<file path="src/hdl/efrc_pkg.sv">
`default_nettype none

package efrc_pkg;

  // Floor count of the building; the floor field is one-based and 5 bits wide,
  // so the count stays at or below 31.
  localparam int FLOORS  = 16;
  localparam int FLOOR_W = 5;
  localparam int IDX_W   = (FLOORS > 1) ? $clog2(FLOORS) : 1;
  localparam int DIR_W   = 2;

  // Stream widths
  localparam int S_DATA_W = ((FLOOR_W + DIR_W + 7) / 8) * 8;
  localparam int M_DATA_W = ((2 * FLOOR_W + 1 + 7) / 8) * 8;

  typedef enum logic {
    REQ_PRESS = 1'b0,
    REQ_PASS  = 1'b1
  } req_t;

  typedef enum logic [1:0] {
    DIR_STOP = 2'd0,
    DIR_UP   = 2'd1,
    DIR_DOWN = 2'd2
  } dir_t;

  typedef enum logic [1:0] {
    MODE_FREE = 2'd0,
    MODE_GOT  = 2'd1,
    MODE_BUSY = 2'd2
  } mode_t;

  typedef enum logic [1:0] {
    ACT_NONE  = 2'd0,
    ACT_MOVE  = 2'd1,
    ACT_CONT  = 2'd2,
    ACT_FINAL = 2'd3
  } act_t;

  typedef struct packed {
    req_t               req_type;
    logic [FLOOR_W-1:0] floor;
    logic [DIR_W-1:0]   travel_dir;
  } item_t;

  typedef struct packed {
    act_t               action;
    logic [FLOOR_W-1:0] at_floor;
    logic [FLOOR_W-1:0] goal_floor;
    logic               release_valid;
  } res_t;

endpackage

`default_nettype wire

</file>
<file path="src/hdl/elevator_floor_request_controller_core.sv">
// Elevator floor request controller.
//
// Input channel (s_*): one transaction per event. s_tuser carries the event
// kind (press or floor passed), s_tdata the floor and the cab direction.
// Output channel (m_*): exactly one transaction per event. m_tuser carries the
// action (none, move, stop and continue, final stop), m_tdata the cab floor,
// the goal floor and the button release flag.
//
// An event sits in an input register, is evaluated combinationally by the
// request search and state update, and lands in the result register, which
// drives m_tvalid. Throughput is one event per cycle while the receiver takes
// results, since the target search over the request map is combinational.
//
// Reset clears both valid flags, marks every floor as visited, parks the cab at
// floor 1 with goal 1, stopped, in free mode. While the receiver stalls, the
// result register holds and one more event is taken into the input register;
// s_tready then drops until the result is taken.
`default_nettype none

module elevator_floor_request_controller_core (
  input  logic                          clk,
  input  logic                          rst,
  input  logic                          s_tvalid,
  output logic                          s_tready,
  // [4:0] floor, [6:5] travel_dir, [7] zero
  input  logic [efrc_pkg::S_DATA_W-1:0] s_tdata,
  // [0] req_type
  input  logic [0:0]                    s_tuser,
  output logic                          m_tvalid,
  input  logic                          m_tready,
  // [4:0] at_floor, [9:5] goal_floor, [10] release_valid, [15:11] zero
  output logic [efrc_pkg::M_DATA_W-1:0] m_tdata,
  // [1:0] action
  output logic [1:0]                    m_tuser
);
  import efrc_pkg::*;

  logic  in_valid;
  item_t in_item;
  logic  out_valid;
  res_t  out_res;
  res_t  step_res;
  logic  advance;

  // Move the held event forward when the result register is free or drains
  assign advance  = in_valid && (!out_valid || m_tready);
  assign s_tready = !in_valid || advance;

  // Input register
  always_ff @(posedge clk) begin
    if (rst) begin
      in_valid <= 1'b0;
    end else if (s_tready) begin
      in_valid <= s_tvalid;
    end
  end

  always_ff @(posedge clk) begin
    if (s_tvalid && s_tready) begin
      in_item.req_type   <= req_t'(s_tuser[0]);
      in_item.floor      <= s_tdata[FLOOR_W-1:0];
      in_item.travel_dir <= s_tdata[FLOOR_W+DIR_W-1:FLOOR_W];
    end
  end

  efrc_engine u_engine (
    .clk  (clk),
    .rst  (rst),
    .go   (advance),
    .item (in_item),
    .res  (step_res)
  );

  // Result register
  always_ff @(posedge clk) begin
    if (rst) begin
      out_valid <= 1'b0;
    end else if (advance) begin
      out_valid <= 1'b1;
    end else if (m_tready) begin
      out_valid <= 1'b0;
    end
  end

  always_ff @(posedge clk) begin
    if (advance) begin
      out_res <= step_res;
    end
  end

  assign m_tvalid = out_valid;
  assign m_tuser  = out_res.action;
  assign m_tdata  = {{(M_DATA_W - 2*FLOOR_W - 1){1'b0}}, out_res.release_valid,
                     out_res.goal_floor, out_res.at_floor};

endmodule

`default_nettype wire

</file>
<file path="src/hdl/efrc_search.sv">
`default_nettype none

module efrc_search (
  input  logic [efrc_pkg::FLOORS-1:0] req,
  input  logic [efrc_pkg::IDX_W-1:0]  cab_idx,
  input  logic                        up_first,
  output logic                        found,
  output logic [efrc_pkg::IDX_W-1:0]  hit_idx
);
  import efrc_pkg::*;

  logic [FLOORS-1:0] above;
  logic [FLOORS-1:0] below;
  logic              up_found;
  logic              dn_found;
  logic [IDX_W-1:0]  up_idx;
  logic [IDX_W-1:0]  dn_idx;

  // Split the request map at the cab floor, cab floor on both sides
  always_comb begin
    for (int i = 0; i < FLOORS; i++) begin
      above[i] = req[i] && (i >= int'(cab_idx));
      below[i] = req[i] && (i <= int'(cab_idx));
    end
  end

  // Nearest request going up: lowest set bit at or above the cab
  always_comb begin
    up_idx = '0;
    for (int i = FLOORS - 1; i >= 0; i--) begin
      if (above[i]) up_idx = IDX_W'(i);
    end
  end

  // Nearest request going down: highest set bit at or below the cab
  always_comb begin
    dn_idx = '0;
    for (int i = 0; i < FLOORS; i++) begin
      if (below[i]) dn_idx = IDX_W'(i);
    end
  end

  assign up_found = |above;
  assign dn_found = |below;
  assign found    = up_found || dn_found;

  // Prefer up when up_first is set, else down; fall back to the other one
  always_comb begin
    if (up_first) begin
      hit_idx = up_found ? up_idx : dn_idx;
    end else begin
      hit_idx = dn_found ? dn_idx : up_idx;
    end
  end

endmodule

`default_nettype wire

</file>
<file path="src/hdl/efrc_engine.sv">
`default_nettype none

module efrc_engine (
  input  logic            clk,
  input  logic            rst,
  input  logic            go,
  input  efrc_pkg::item_t item,
  output efrc_pkg::res_t  res
);
  import efrc_pkg::*;

  logic [FLOORS-1:0]  pending_map;
  logic [FLOORS-1:0]  pending_map_next;
  mode_t              mode;
  mode_t              mode_next;
  logic [FLOOR_W-1:0] cab_floor;
  logic [FLOOR_W-1:0] cab_floor_next;
  logic [FLOOR_W-1:0] goal_reg;
  logic [FLOOR_W-1:0] goal_reg_next;
  dir_t               dir_reg;
  dir_t               dir_reg_next;

  logic               fl_ok;
  logic               is_press;
  logic [IDX_W-1:0]   fl_idx;
  logic [IDX_W-1:0]   cab_idx;
  logic [IDX_W-1:0]   srv_idx;
  dir_t               td;
  dir_t               srv_dir;
  logic [FLOOR_W-1:0] srv_floor;
  logic [FLOORS-1:0]  req_cur;
  logic [FLOORS-1:0]  req_press;
  logic [FLOORS-1:0]  req_serve;
  logic [FLOORS-1:0]  fl_bit;
  logic [FLOORS-1:0]  srv_bit;
  logic               pick_found;
  logic [IDX_W-1:0]   pick_idx;
  logic [FLOOR_W-1:0] pick_floor;
  logic               next_found;
  logic [IDX_W-1:0]   next_idx;
  logic [FLOOR_W-1:0] next_floor;
  logic               do_serve;
  act_t               action;
  logic               release_valid;

  // Decode the event
  assign is_press = (item.req_type == REQ_PRESS);
  assign fl_ok    = (item.floor != '0) && (item.floor <= FLOOR_W'(FLOORS));
  assign fl_idx   = IDX_W'(item.floor - FLOOR_W'(1));
  assign cab_idx  = IDX_W'(cab_floor - FLOOR_W'(1));

  // Map unknown direction code to stopped
  always_comb begin
    case (item.travel_dir)
      DIR_UP:   td = DIR_UP;
      DIR_DOWN: td = DIR_DOWN;
      default:  td = DIR_STOP;
    endcase
  end

  // Request maps: current, after the press, after serving the cab floor
  assign req_cur   = ~pending_map;
  assign fl_bit    = {{(FLOORS-1){1'b0}}, 1'b1} << fl_idx;
  assign req_press = req_cur | fl_bit;

  assign srv_idx   = is_press ? cab_idx : fl_idx;
  assign srv_dir   = is_press ? dir_reg : td;
  assign srv_floor = is_press ? cab_floor : item.floor;
  assign srv_bit   = {{(FLOORS-1){1'b0}}, 1'b1} << srv_idx;
  assign req_serve = (is_press ? req_press : req_cur) & ~srv_bit;

  // Target pick for a press
  efrc_search u_pick (
    .req      (req_press),
    .cab_idx  (cab_idx),
    .up_first (dir_reg == DIR_UP),
    .found    (pick_found),
    .hit_idx  (pick_idx)
  );

  // Next target once the cab floor is served
  efrc_search u_next (
    .req      (req_serve),
    .cab_idx  (srv_idx),
    .up_first (srv_dir == DIR_UP),
    .found    (next_found),
    .hit_idx  (next_idx)
  );

  assign pick_floor = FLOOR_W'(pick_idx) + FLOOR_W'(1);
  assign next_floor = FLOOR_W'(next_idx) + FLOOR_W'(1);

  // Next state and result for one event
  always_comb begin
    pending_map_next = pending_map;
    mode_next        = mode;
    cab_floor_next   = cab_floor;
    goal_reg_next    = goal_reg;
    dir_reg_next     = dir_reg;
    action           = ACT_NONE;
    release_valid    = 1'b0;
    do_serve         = 1'b0;

    if (fl_ok) begin
      if (is_press) begin
        pending_map_next = ~req_press;
        if (mode != MODE_GOT) begin
          // A pending cab floor is always the nearest pick: serve at once
          if (req_press[cab_idx]) begin
            do_serve = 1'b1;
          end else begin
            mode_next     = MODE_GOT;
            goal_reg_next = pick_found ? pick_floor : item.floor;
            dir_reg_next  = (pick_idx > cab_idx) ? DIR_UP : DIR_DOWN;
            action        = ACT_MOVE;
          end
        end
      end else if (mode == MODE_GOT || mode == MODE_BUSY) begin
        mode_next      = MODE_BUSY;
        cab_floor_next = item.floor;
        dir_reg_next   = td;
        if (item.floor == goal_reg) do_serve = 1'b1;
      end
    end

    // Serve the cab floor: release, then continue or stop for good
    if (do_serve) begin
      release_valid    = 1'b1;
      pending_map_next = ~req_serve;
      if (next_found) begin
        mode_next     = MODE_BUSY;
        goal_reg_next = next_floor;
        action        = ACT_CONT;
      end else begin
        mode_next     = MODE_FREE;
        goal_reg_next = srv_floor;
        action        = ACT_FINAL;
      end
    end
  end

  assign res.action        = action;
  assign res.at_floor      = cab_floor_next;
  assign res.goal_floor    = goal_reg_next;
  assign res.release_valid = release_valid;

  // Commit state when the event moves to the result register
  always_ff @(posedge clk) begin
    if (rst) begin
      pending_map <= '1;
      mode        <= MODE_FREE;
      cab_floor   <= FLOOR_W'(1);
      goal_reg    <= FLOOR_W'(1);
      dir_reg     <= DIR_STOP;
    end else if (go) begin
      pending_map <= pending_map_next;
      mode        <= mode_next;
      cab_floor   <= cab_floor_next;
      goal_reg    <= goal_reg_next;
      dir_reg     <= dir_reg_next;
    end
  end

`ifndef SYNTH
  a_release_serves: assert property (@(posedge clk) disable iff (rst)
    go |-> (release_valid == (action == ACT_CONT || action == ACT_FINAL)))
    else $error("release does not match a serve action");

  a_final_frees: assert property (@(posedge clk) disable iff (rst)
    go && action == ACT_FINAL |=> mode == MODE_FREE && cab_floor == goal_reg)
    else $error("final stop did not free the cab at its goal");

  a_move_away: assert property (@(posedge clk) disable iff (rst)
    go && action == ACT_MOVE |=> mode == MODE_GOT && cab_floor != goal_reg)
    else $error("move issued toward the cab floor");

  a_free_idle: assert property (@(posedge clk) disable iff (rst)
    mode == MODE_FREE |-> &pending_map)
    else $error("free mode with requests pending");
`endif

endmodule

`default_nettype wire

</file>
<file path="config.mk">
export PLATFORM = sky130hd
export DESIGN_NAME = elevator_floor_request_controller_core
export DESIGN_NICKNAME = d
export VERILOG_FILES = /design/src/hdl/efrc_pkg.sv /design/src/hdl/elevator_floor_request_controller_core.sv /design/src/hdl/efrc_search.sv /design/src/hdl/efrc_engine.sv
export SDC_FILE = /design/constraint.sdc
export NUM_CORES = 1
export LEC_CHECK = 0
export ABC_AREA = 1
export BUFFER_PORTS_ARGS = -buffer_cell sky130_fd_sc_hd__clkbuf_2
export CAP_MARGIN = 0
export CORE_ASPECT_RATIO = 0.9
export CORE_UTILIZATION = 65
export CTS_CLUSTER_SIZE = 12
export DETAILED_ROUTE_END_ITERATION = 10
export PLACE_DENSITY = 0.85
export SYNTH_ARGS = -nofsm -noshare
export SYNTH_HDL_FRONTEND = slang
export SYNTH_SLANG_ARGS = --single-unit
</file>
<file path="constraint.sdc">
create_clock -name clk -period 6 [get_ports clk]
set_input_delay 0.3 -clock clk [delete_from_list [all_inputs] [get_ports clk]]
set_output_delay 0.3 -clock clk [all_outputs]
set_load 0.01 [all_outputs]
</file>
==> results of run 1 <==
## logic make-up after synthesis
| logic type | after synthesis | share of synthesized area (%) |
|---|---|---|
| AND/OR/NAND/NOR | 435 | 39.0 |
| AO/OA/AOI/OAI | 155 | 19.4 |
| buffers and inverters | 111 | 9.81 |
| flip-flops | 53 | 26.9 |
| adder cells (fa/ha/maj) | 16 | 4.24 |
| XOR/XNOR | 3 | 0.557 |
| other | 1 | 0.0795 |
## power by group through the flow
stage               Combinational, mW  Sequential (mW)  Clock, mW
floorplan                       0.384            0.425          0
global placement                0.475            0.426          0
detailed placement              0.494            0.427          0
CTS                             0.498            0.419      0.250
global route                    0.572            0.422      0.258
finish                          0.513            0.420      0.249
## path summary, 6_finish.rpt
check	to	slack [ns]	depth (start not counted)	from
setup / recovery	u_engine.goal_reg[1]	1.23	24	u_engine.cab_floor[0]
hold / removal	in_item[0]	0.16	1	s_tdata[5]
setup reg to reg	u_engine.goal_reg[1]	1.23	24	u_engine.cab_floor[0]
hold reg to reg	u_engine.mode[1]	0.47	2	u_engine.mode[1]
## layout make-up
| class | instances | area, µm² |
|---|---|---|
| clock inverters | 2 | 38.8 |
| fillers | 672 | 2060 |
| well taps | 93 | 116 |
| inverters | 87 | 332 |
| clock buffers | 6 | 72.6 |
| repair buffers | 28 | 145 |
| multi-input cells | 614 | 3000 |
| flip-flops and latches | 53 | 1270 |
## metrics by stage
stage | power [mW] | hold WS, ns | std cells
after floorplan | 0.808 | 0.399 | 778
after CTS | 1.17 | 0.159 | 883
final | 1.18 | 0.163 | 883
after detailed placement | 0.921 | 0.460 | 875
after global routing | 1.25 | 0.157 | 883
after global placement | 0.901 | 0.454 | 875
## per-layer routing
| metal | global-route usage (%) | vias to the layer above | wire, µm |
|---|---|---|---|
| li1 | - | 2577 | - |
| met4 | 12.2 | 0 | 465 |
| met2 | 58.6 | 340 | 6100 |
| met1 | 49.9 | 2434 | 5640 |
| met5 | 0 | - | 0 |
| met3 | 5.86 | 49 | 1550 |
## cells in the final DEF, fill, tap and decap left out, drive strengths merged
cell,count
a211oi,5
a21boi,2
a21oi,33
a221oi,1
a22oi,1
a31oi,4
and2,2
buf,2
bufinv,1
clkbuf,32
clkinv,3
conb,5
dfxtp,32
edfxtp,21
ha,16
inv,85
nand2,284
nand3,50
nand3b,2
nand4,10
nor2,77
nor3,7
nor4,2
o2111ai,1
o211ai,23
o21ai,80
o21bai,1
o22ai,2
o311ai,1
o31ai,1
or2,1
xnor2,1
xor2,2
==> parameters.txt, run 1 <==
Parameter                              Value

CTS
  Post-CTS repair timing setup buffer count ... 0
  CTS H-tree depth ... 2
  Count of cells resized by post-cts repair ... 0
  TritonCTS Buffers ... 5
  CTS tree ... done
  Sinks on the clock net ... 53
  CTS Root Buffer Type ... sky130_fd_sc_hd__clkbuf_8
  Clk slew on worst S/H paths ... 0.10 ns
  Insertion delay of the later-clocked pin in the worst-skew pair ... 0.31 ns
  Number of buffers on the longest clock path ... 2
  CTS hold repair buffers ... 0

Synthesis
  Share of flip-flops with an asynchronous set or reset ... 0%
  Unique cell type count in the Yosys netlist ... 49
  EDFF count, synth ... 21
  Post-Syn Area per Cell ... 6.10 µm²
  Number of storage elements in the synthesis netlist ... 53
  Sequential-to-total area share from yosys stat ... 26.9%
  Yosys warns ... 0
  Yosys top cell area share ... 21.8%
  Cell Area, Synth ... 4720 µm²
  Largest area contributor in the netlist ... sky130_fd_sc_hd__nand2_1
  Cell types occupying the most area after synthesis ... sky130_fd_sc_hd__nand2_1 22%, sky130_fd_sc_hd__dfxtp_1 14%, sky130_fd_sc_hd__edfxtp_1 13%, sky130_fd_sc_hd__o21ai_0 7.0%, sky130_fd_sc_hd__inv_1 5.9%
  Gate count of the mapped netlist ... 774
  Most frequent cell after synthesis ... sky130_fd_sc_hd__nand2_1
  Commonest cells in the synthesized netlist ... 274 x sky130_fd_sc_hd__nand2_1, 74 x sky130_fd_sc_hd__inv_1, 70 x sky130_fd_sc_hd__nor2_1
  Flip-flop cell with the highest count after synthesis ... sky130_fd_sc_hd__dfxtp_1

Finish
  ANT cells ... 0
  Number of flip-flops in the largest register ... 16
  Share of final-layout standard cells stronger than drive strength 1 ... 9.62%
  Final cell area excluding filler cells ... 4980 µm²
  Area grow syn2layout ... 5.43%
  Final Util ... 70.7%
  Largest reg by FF count ... u_engine.pending_map
  Nets@finish ... 818

Timing
  Pins over their slew limit ... 0
  Number of failing setup endpoints in the final timing report ... 0
  Worst Setup Slack, final ... 1.23 ns
  Worst slew margin relative to its limit ... 40.1%
  Worst-margin pin slew ... 0.896 ns
  Worst clock skew ... 0.00766 ns
  Final worst-path cycle share ... 79.5%
  Final-layout setup total negative slack ... 0 ns
  Min Tclk post-route ... 4.77 ns
  Number of hold violations in the final report ... 0
  RSZ-0062 raised after global routing ... no
  Maximum operating frequency ... 210 MHz

Place
  Area after detailed placement ... 4860 µm²
  Final GP Congestion ... 1.02
  Final HPWL DP ... 10600 µm
  I/O Buffers ... 26
  Dpl ws ... 1.42 ns

Worst setup path
  Setup crit start kind ... flop
  Cell type of the slowest stage on the worst timing path ... sky130_fd_sc_hd__dfxtp_1
  Crit path buffers/inverters ... 5
  Worst-path cell chain ... inv_2 -> ha_1 -> inv_2 -> o21ai_2 -> inv_2 -> nor2_1 -> nand2_1 -> o21ai_1 -> nor2_1 -> nor2_1 -> nand2_1 -> nor2_2 -> nand2_1 -> nand2_2 -> nand2_2 -> nor2_2 -> nand2_1 -> nand2_1 -> inv_1 -> ha_1 -> a22oi_1 -> o21ai_0 -> o21ai_0 -> inv_1
  Critical path fanouts, max ... 14
  Worst endpoint data arrival time ... 4.98 ns
  Data required time at the worst endpoint ... 6.21 ns
  Critical setup path kind ... flop to flop
  Cell type group with the largest total delay on the critical path ... simple AND/OR/NAND/NOR gates
  Kind of end point of the critical path ... flop
  Most used cell, CP ... sky130_fd_sc_hd__nand2_1
  Peak per-stage delay on the critical path ... 0.70 ns

Route
  Wirelength, routed ... 13700 µm
  Routed wire per std cell ... 15.6 µm
  1st-pass router iterations ... 6
  Via density per instance ... 6.12
  Number of DRC markers in iteration 0 ... 613
  ANT nets after route ... 0
  Number of DRC violations after detailed routing ... 0
  Number of vias in the routed layout ... 5400

Power and ir drop
  Switching share of power ... 42.1%
  Switching pwr ... 0.498 mW
  Maximum vdd drop ... 0.000157 V
  Int Pwr ... 0.684 mW
  Clock network fraction of total power ... 21.1%
  Leakage Power ... 2.52 nW
  Share of total power in combinational logic ... 43.4%
  Portion of total power attributed to sequential cells ... 35.5%
  Total power density per cell area ... 238 nW/µm²

Floorplanning
  Area of the die ... 7610 µm²
  I/O pin total ... 33
  Floorplan row count ... 29
  Die outline height ... 82.8 µm
  Core box area ... 7040 µm²
  Initial core utilization ... 67.0%
  Horiz. Die Dim ... 91.8 µm

Run status
  Result of the run ... finished, final reports clean

Global routing
  Antenna violations before repair ... 0
  Wire length of the first global-routing pass ... 22200 µm
  Pin count of the biggest net entering global routing ... 33
  Number of global-route vias before repair ... 4724
  Total congestion overflow ... 0
  Global Route Usage Sum ... 36.4%

Run
  Max cap viols ... 0

Hold path
  Worst min-delay path class ... primary input to flop
Note: power is estimated with default switching activity, not from simulation.
==> run 2, diff against run 1 <==
Settings changed: CORE_UTILIZATION 65 to 56, PLACE_DENSITY 0.85 to 0.78.
Clock period 6 ns to 4 ns, I/O delays scaled along.
==> parameters.txt, run 2 (synthesized netlist as in run 1, its figures left out) <==
Parameter                              Value

CTS
  Insertion delay of the later-clocked pin in the worst-skew pair ... 0.31 ns
  Clk slew on worst S/H paths ... 0.11 ns
  Sinks on the clock net ... 53
  CTS tree ... done
  TritonCTS Buffers ... 5
  CTS H-tree depth ... 2
  Number of buffers on the longest clock path ... 2
  CTS Root Buffer Type ... sky130_fd_sc_hd__clkbuf_8

Timing
  Worst-margin pin slew ... 0.773 ns
  Worst slew margin relative to its limit ... 47.9%
  Min Tclk post-route ... 3.78 ns
  Hold Worst Slack ... 0.0534 ns
  Number of hold violations in the final report ... 0
  Worst clock skew ... 0.0121 ns
  Pins over their slew limit ... 0
  Number of failing setup endpoints in the final timing report ... 0
  Final worst-path cycle share ... 94.6%
  Maximum operating frequency ... 264 MHz

Finish
  Number of flip-flops in the largest register ... 16
  ANT cells ... 0
  Share of final-layout standard cells stronger than drive strength 1 ... 14.6%
  Nets@finish ... 845
  Commonest non-fill, non-tap cell in the layout ... sky130_fd_sc_hd__nand2_1
  Final cell count without fillers ... 916
  Final Util ... 64.5%
  Area grow syn2layout ... 10.9%
  Final cell area excluding filler cells ... 5230 µm²
  Most frequent cells in the layout ... 271 x sky130_fd_sc_hd__nand2_1, 72 x sky130_fd_sc_hd__inv_1, 65 x sky130_fd_sc_hd__nor2_1, 56 x sky130_fd_sc_hd__o21ai_0, 49 x sky130_fd_sc_hd__nand3_1
  Largest reg by FF count ... u_engine.pending_map

Power and ir drop
  Clock network fraction of total power ... 17.7%
  Switching share of power ... 43.3%
  Int Pwr ... 1.00 mW
  Switching pwr ... 0.766 mW
  Total power density per cell area ... 338 nW/µm²
  Portion of total power attributed to sequential cells ... 35.5%
  Leakage Power ... 2.64 nW
  Maximum vdd drop ... 0.000203 V
  Total power draw ... 1.77 mW
  Share of total power in combinational logic ... 46.9%

Place
  Placed Cells ... 894
  Final HPWL DP ... 11100 µm
  Area after detailed placement ... 4970 µm²
  I/O Buffers ... 26
  Final GP Congestion ... 0.965

Worst setup path
  Cell type of the slowest stage on the worst timing path ... sky130_fd_sc_hd__edfxtp_1
  Critical path fanouts, max ... 6
  Data required time at the worst endpoint ... 4.21 ns
  Critical setup path kind ... flop to flop
  Peak per-stage delay on the critical path ... 0.47 ns
  Worst endpoint data arrival time ... 3.99 ns
  Crit path buffers/inverters ... 6
  Setup crit start kind ... flop
  Most used cell, CP ... sky130_fd_sc_hd__nand2_1
  Kind of end point of the critical path ... flop
  Cell type group with the largest total delay on the critical path ... simple AND/OR/NAND/NOR gates

Route
  Number of DRC markers in iteration 0 ... 454
  Number of vias in the routed layout ... 5307
  Number of DRC violations after detailed routing ... 0
  Routed wire per std cell ... 15.5 µm
  Via density per instance ... 5.79
  Wirelength, routed ... 14200 µm
  1st-pass router iterations ... 6
  ANT nets after route ... 0

Floorplanning
  Floorplan row count ... 31
  I/O pin total ... 33
  Area of the die ... 8800 µm²
  Initial core utilization ... 58.2%
  Die outline height ... 89.1 µm
  Core box area ... 8110 µm²
  Horiz. Die Dim ... 98.8 µm

Global routing
  Total congestion overflow ... 0
  Wire length of the first global-routing pass ... 22100 µm
  Antenna violations before repair ... 0
  Number of global-route vias before repair ... 4492
  Pin count of the biggest net entering global routing ... 23
  Global Route Usage Sum ... 32.5%

Run
  Max cap viols ... 0

Hold path
  Worst min-delay path class ... primary input to flop

Run status
  Result of the run ... finished, final reports clean
-- run 2: cell count changes in the layout (fill, tap and decap cells not counted), moves of 3 or more --
cell,change
sky130_fd_sc_hd__buf_4,+27
sky130_fd_sc_hd__nand2_1,-3
sky130_fd_sc_hd__nand2_4,+3
sky130_fd_sc_hd__nor2_1,-5
sky130_fd_sc_hd__nor2_2,+5
sky130_fd_sc_hd__o21ai_0,-10
sky130_fd_sc_hd__o21ai_1,+7
sky130_fd_sc_hd__o21ai_2,+3
-- run 2: worst paths after layout --
check / from / to / slack, ns / cells after the start
setup / recovery: in_item[3] / u_engine.goal_reg[1] / 0.22 / 26
hold / removal: s_tdata[5] / in_item[0] / 0.05 / 1
setup reg to reg: in_item[3] / u_engine.goal_reg[1] / 0.22 / 26
hold reg to reg: u_engine.mode[1] / u_engine.mode[1] / 0.48 / 2
-- run 2: repair_timing --
item / 4_1_cts / 5_1_grt
setup buffers: 1 / 13
resized for setup: 1 / 32
hold buffers: 0 / 0
pin swaps: 0 / 5
endpoints found under the setup margin: 1 / 19
-- run 2: layout make-up --
cell class | instances | area (µm²)
multi-input combinational | 614 | 3070
fill | 801 | 2870
sequential | 53 | 1270
timing repair buffer | 55 | 348
inverter | 87 | 334
tap | 99 | 124
clock buffer | 6 | 72.6
clock inverter | 2 | 15.0
-- run 2: layer usage --
layer	track usage [%]	share of wire, %	vias up
met3	4.93	9.5	22
li1	-	-	2628
met5	0	0	-
met4	9.23	1.9	0
met1	43.5	43	2408
met2	55.2	45	249
-- run 2: power by group through the flow --
stage | combinational [mW] | clock (mW) | sequential (mW)
global placement | 0.746 | 0 | 0.637
global route | 0.938 | 0.329 | 0.631
finish | 0.830 | 0.312 | 0.628
floorplan | 0.575 | 0 | 0.637
CTS | 0.769 | 0.316 | 0.626
detailed placement | 0.763 | 0 | 0.639
-- run 2: per-stage QoR --
step / setup TNS (ns) / setup WS (ns)
after global routing: -0.0569 / -0.0320
after global placement: 0 / 0.0824
after floorplan: 0 / 0.690
after CTS: 0 / 0.107
final: 0 / 0.216
after detailed placement: 0 / 0.00942
==> run 3, diff against run 2 <==
Settings changed: CORE_UTILIZATION 56 to 55, PLACE_DENSITY 0.78 to 0.77, RECOVER_POWER from default to 50.
==> parameters.txt, run 3 (synthesized netlist as in run 1, its figures left out) <==
Parameter                              Value

Run status
  Result of the run ... finished, final reports clean

CTS
  CTS Root Buffer Type ... sky130_fd_sc_hd__clkbuf_8
  CTS H-tree depth ... 2
  CTS tree ... done
  Clk slew on worst S/H paths ... 0.10 ns
  Number of buffers on the longest clock path ... 2
  TritonCTS Buffers ... 5
  Insertion delay of the later-clocked pin in the worst-skew pair ... 0.31 ns
  CTS hold repair buffers ... 0
  Sinks on the clock net ... 53

Timing
  Number of failing setup endpoints in the final timing report ... 0
  Final-layout setup total negative slack ... 0 ns
  Worst slew margin relative to its limit ... 51.7%
  Min Tclk post-route ... 3.73 ns
  Pins over their slew limit ... 0
  Final worst-path cycle share ... 93.2%
  Number of hold violations in the final report ... 0
  Maximum operating frequency ... 268 MHz
  Worst Setup Slack, final ... 0.271 ns
  Worst clock skew ... 0.0111 ns
  Worst-margin pin slew ... 0.717 ns

Floorplanning
  Area of the die ... 8960 µm²
  Floorplan row count ... 31
  Initial core utilization ... 57.7%
  Die outline height ... 89.9 µm
  I/O pin total ... 33
  Core box area ... 8180 µm²
  Horiz. Die Dim ... 99.6 µm

Global routing
  Total congestion overflow ... 0
  Wire length of the first global-routing pass ... 22900 µm
  Global Route Usage Sum ... 32.3%
  Antenna violations before repair ... 0
  Number of global-route vias before repair ... 4686
  Pin count of the biggest net entering global routing ... 25

Finish
  ANT cells ... 0
  Most frequent cells in the layout ... 267 x sky130_fd_sc_hd__nand2_1, 72 x sky130_fd_sc_hd__inv_1, 61 x sky130_fd_sc_hd__nor2_1, 53 x sky130_fd_sc_hd__o21ai_0, 49 x sky130_fd_sc_hd__nand3_1
  Area grow syn2layout ... 12.9%
  Largest reg by FF count ... u_engine.pending_map
  Number of flip-flops in the largest register ... 16
  Commonest non-fill, non-tap cell in the layout ... sky130_fd_sc_hd__nand2_1
  Nets@finish ... 851
  Final cell area excluding filler cells ... 5330 µm²
  Share of final-layout standard cells stronger than drive strength 1 ... 14.7%

Power and ir drop
  Maximum vdd drop ... 0.000229 V
  Total power density per cell area ... 337 nW/µm²
  Leakage Power ... 2.63 nW
  Total power draw ... 1.79 mW

Route
  ANT nets after route ... 0
  Wirelength, routed ... 14500 µm
  Number of vias in the routed layout ... 5378
  Routed wire per std cell ... 15.5 µm
  Number of DRC markers in iteration 0 ... 631
  Number of DRC violations after detailed routing ... 0
  Via density per instance ... 5.73
  1st-pass router iterations ... 6

Place
  I/O Buffers ... 26
  Final GP Congestion ... 0.968
  Area after detailed placement ... 4980 µm²
  Dpl ws ... -0.0718 ns
  Final HPWL DP ... 11000 µm

Worst setup path
  Setup crit start kind ... flop
  Data required time at the worst endpoint ... 4.21 ns
  Critical setup path kind ... flop to flop
  Kind of end point of the critical path ... flop
  Critical path fanouts, max ... 5
  Internal reg-to-reg setup slack ... 0.27 ns
  Worst endpoint data arrival time ... 3.94 ns

Run
  Max cap viols ... 0

Hold path
  Worst min-delay path class ... primary input to flop
==> run 3: layout make-up <==
| class | instances | area [µm²] |
|---|---|---|
| clock buffer | 6 | 72.6 |
| inverter | 87 | 334 |
| timing repair buffer | 60 | 379 |
| fill | 784 | 2860 |
| clock inverter | 2 | 15.0 |
| sequential | 53 | 1270 |
| multi-input combinational | 615 | 3110 |
| tap | 115 | 144 |
==> run 3: per-layer routing <==
metal | GRT usage (%) | wire [µm] | up-vias
met5 | 0 | 0 | -
met4 | 6.74 | 269 | 0
met3 | 5.99 | 1400 | 32
met2 | 50.9 | 6630 | 258
met1 | 45.9 | 6230 | 2442
li1 | - | - | 2646
==> run 3: repair_timing <==
action | 4_1_cts | 5_1_grt
hold endpoints to repair | 0 | 0
gates resized for setup | 1 | 47
buffers inserted | 1 | 19
gates cloned | 0 | 1
pin swaps | 0 | 10
endpoints found under the setup margin | 2 | 17
==> run 3: report_power, final <==
part	switching, mW	internal, mW	total [mW]	leakage (nW)
registers	0.0258	0.601	0.627	0.464
logic	0.567	0.288	0.854	2.13
clock network	0.188	0.124	0.312	0.0374
total	0.780	1.01	1.79	2.63
==> run 3: final timing paths <==
check / depth (start not counted) / start / end
worst min register to register: 2 / u_engine.mode[1] / u_engine.mode[1]
worst min-delay path: 1 / s_tuser / in_item[7]
worst max-delay path: 25 / in_item[2] / u_engine.goal_reg[1]
worst max register to register: 25 / in_item[2] / u_engine.goal_reg[1]
==> run 3: per-stage QoR <==
stage,hold WS (ns),util [%],cells
6_report,0.0534,65.1,938
5_1_grt,0.0455,65.1,938
4_1_cts,0.0511,62.0,918
3_5_place_dp,0.380,60.9,909
3_3_place_gp,0.377,60.9,909
2_1_floorplan,0.299,-,778
==> run 3: worst max-delay path, cell delays in order (launching register included) <==
cell,delay [ns]
sky130_fd_sc_hd__edfxtp_1,0.47
sky130_fd_sc_hd__inv_4,0.13
sky130_fd_sc_hd__buf_12,0.11
sky130_fd_sc_hd__ha_1,0.22
sky130_fd_sc_hd__nand2_1,0.08
sky130_fd_sc_hd__o21ai_2,0.10
sky130_fd_sc_hd__inv_2,0.13
sky130_fd_sc_hd__nand2_1,0.13
sky130_fd_sc_hd__inv_1,0.13
sky130_fd_sc_hd__nand2_1,0.11
sky130_fd_sc_hd__o21ai_1,0.22
sky130_fd_sc_hd__nor2_1,0.08
sky130_fd_sc_hd__nor2_1,0.15
sky130_fd_sc_hd__o21ai_1,0.12
sky130_fd_sc_hd__nor3_2,0.17
sky130_fd_sc_hd__nand3b_1,0.12
sky130_fd_sc_hd__nand2_2,0.11
sky130_fd_sc_hd__nor2_2,0.04
sky130_fd_sc_hd__nand2_1,0.11
sky130_fd_sc_hd__nand2_1,0.10
sky130_fd_sc_hd__inv_1,0.06
sky130_fd_sc_hd__ha_1,0.23
sky130_fd_sc_hd__a22oi_1,0.18
sky130_fd_sc_hd__o21ai_1,0.13
sky130_fd_sc_hd__o21ai_1,0.13
sky130_fd_sc_hd__inv_1,0.06
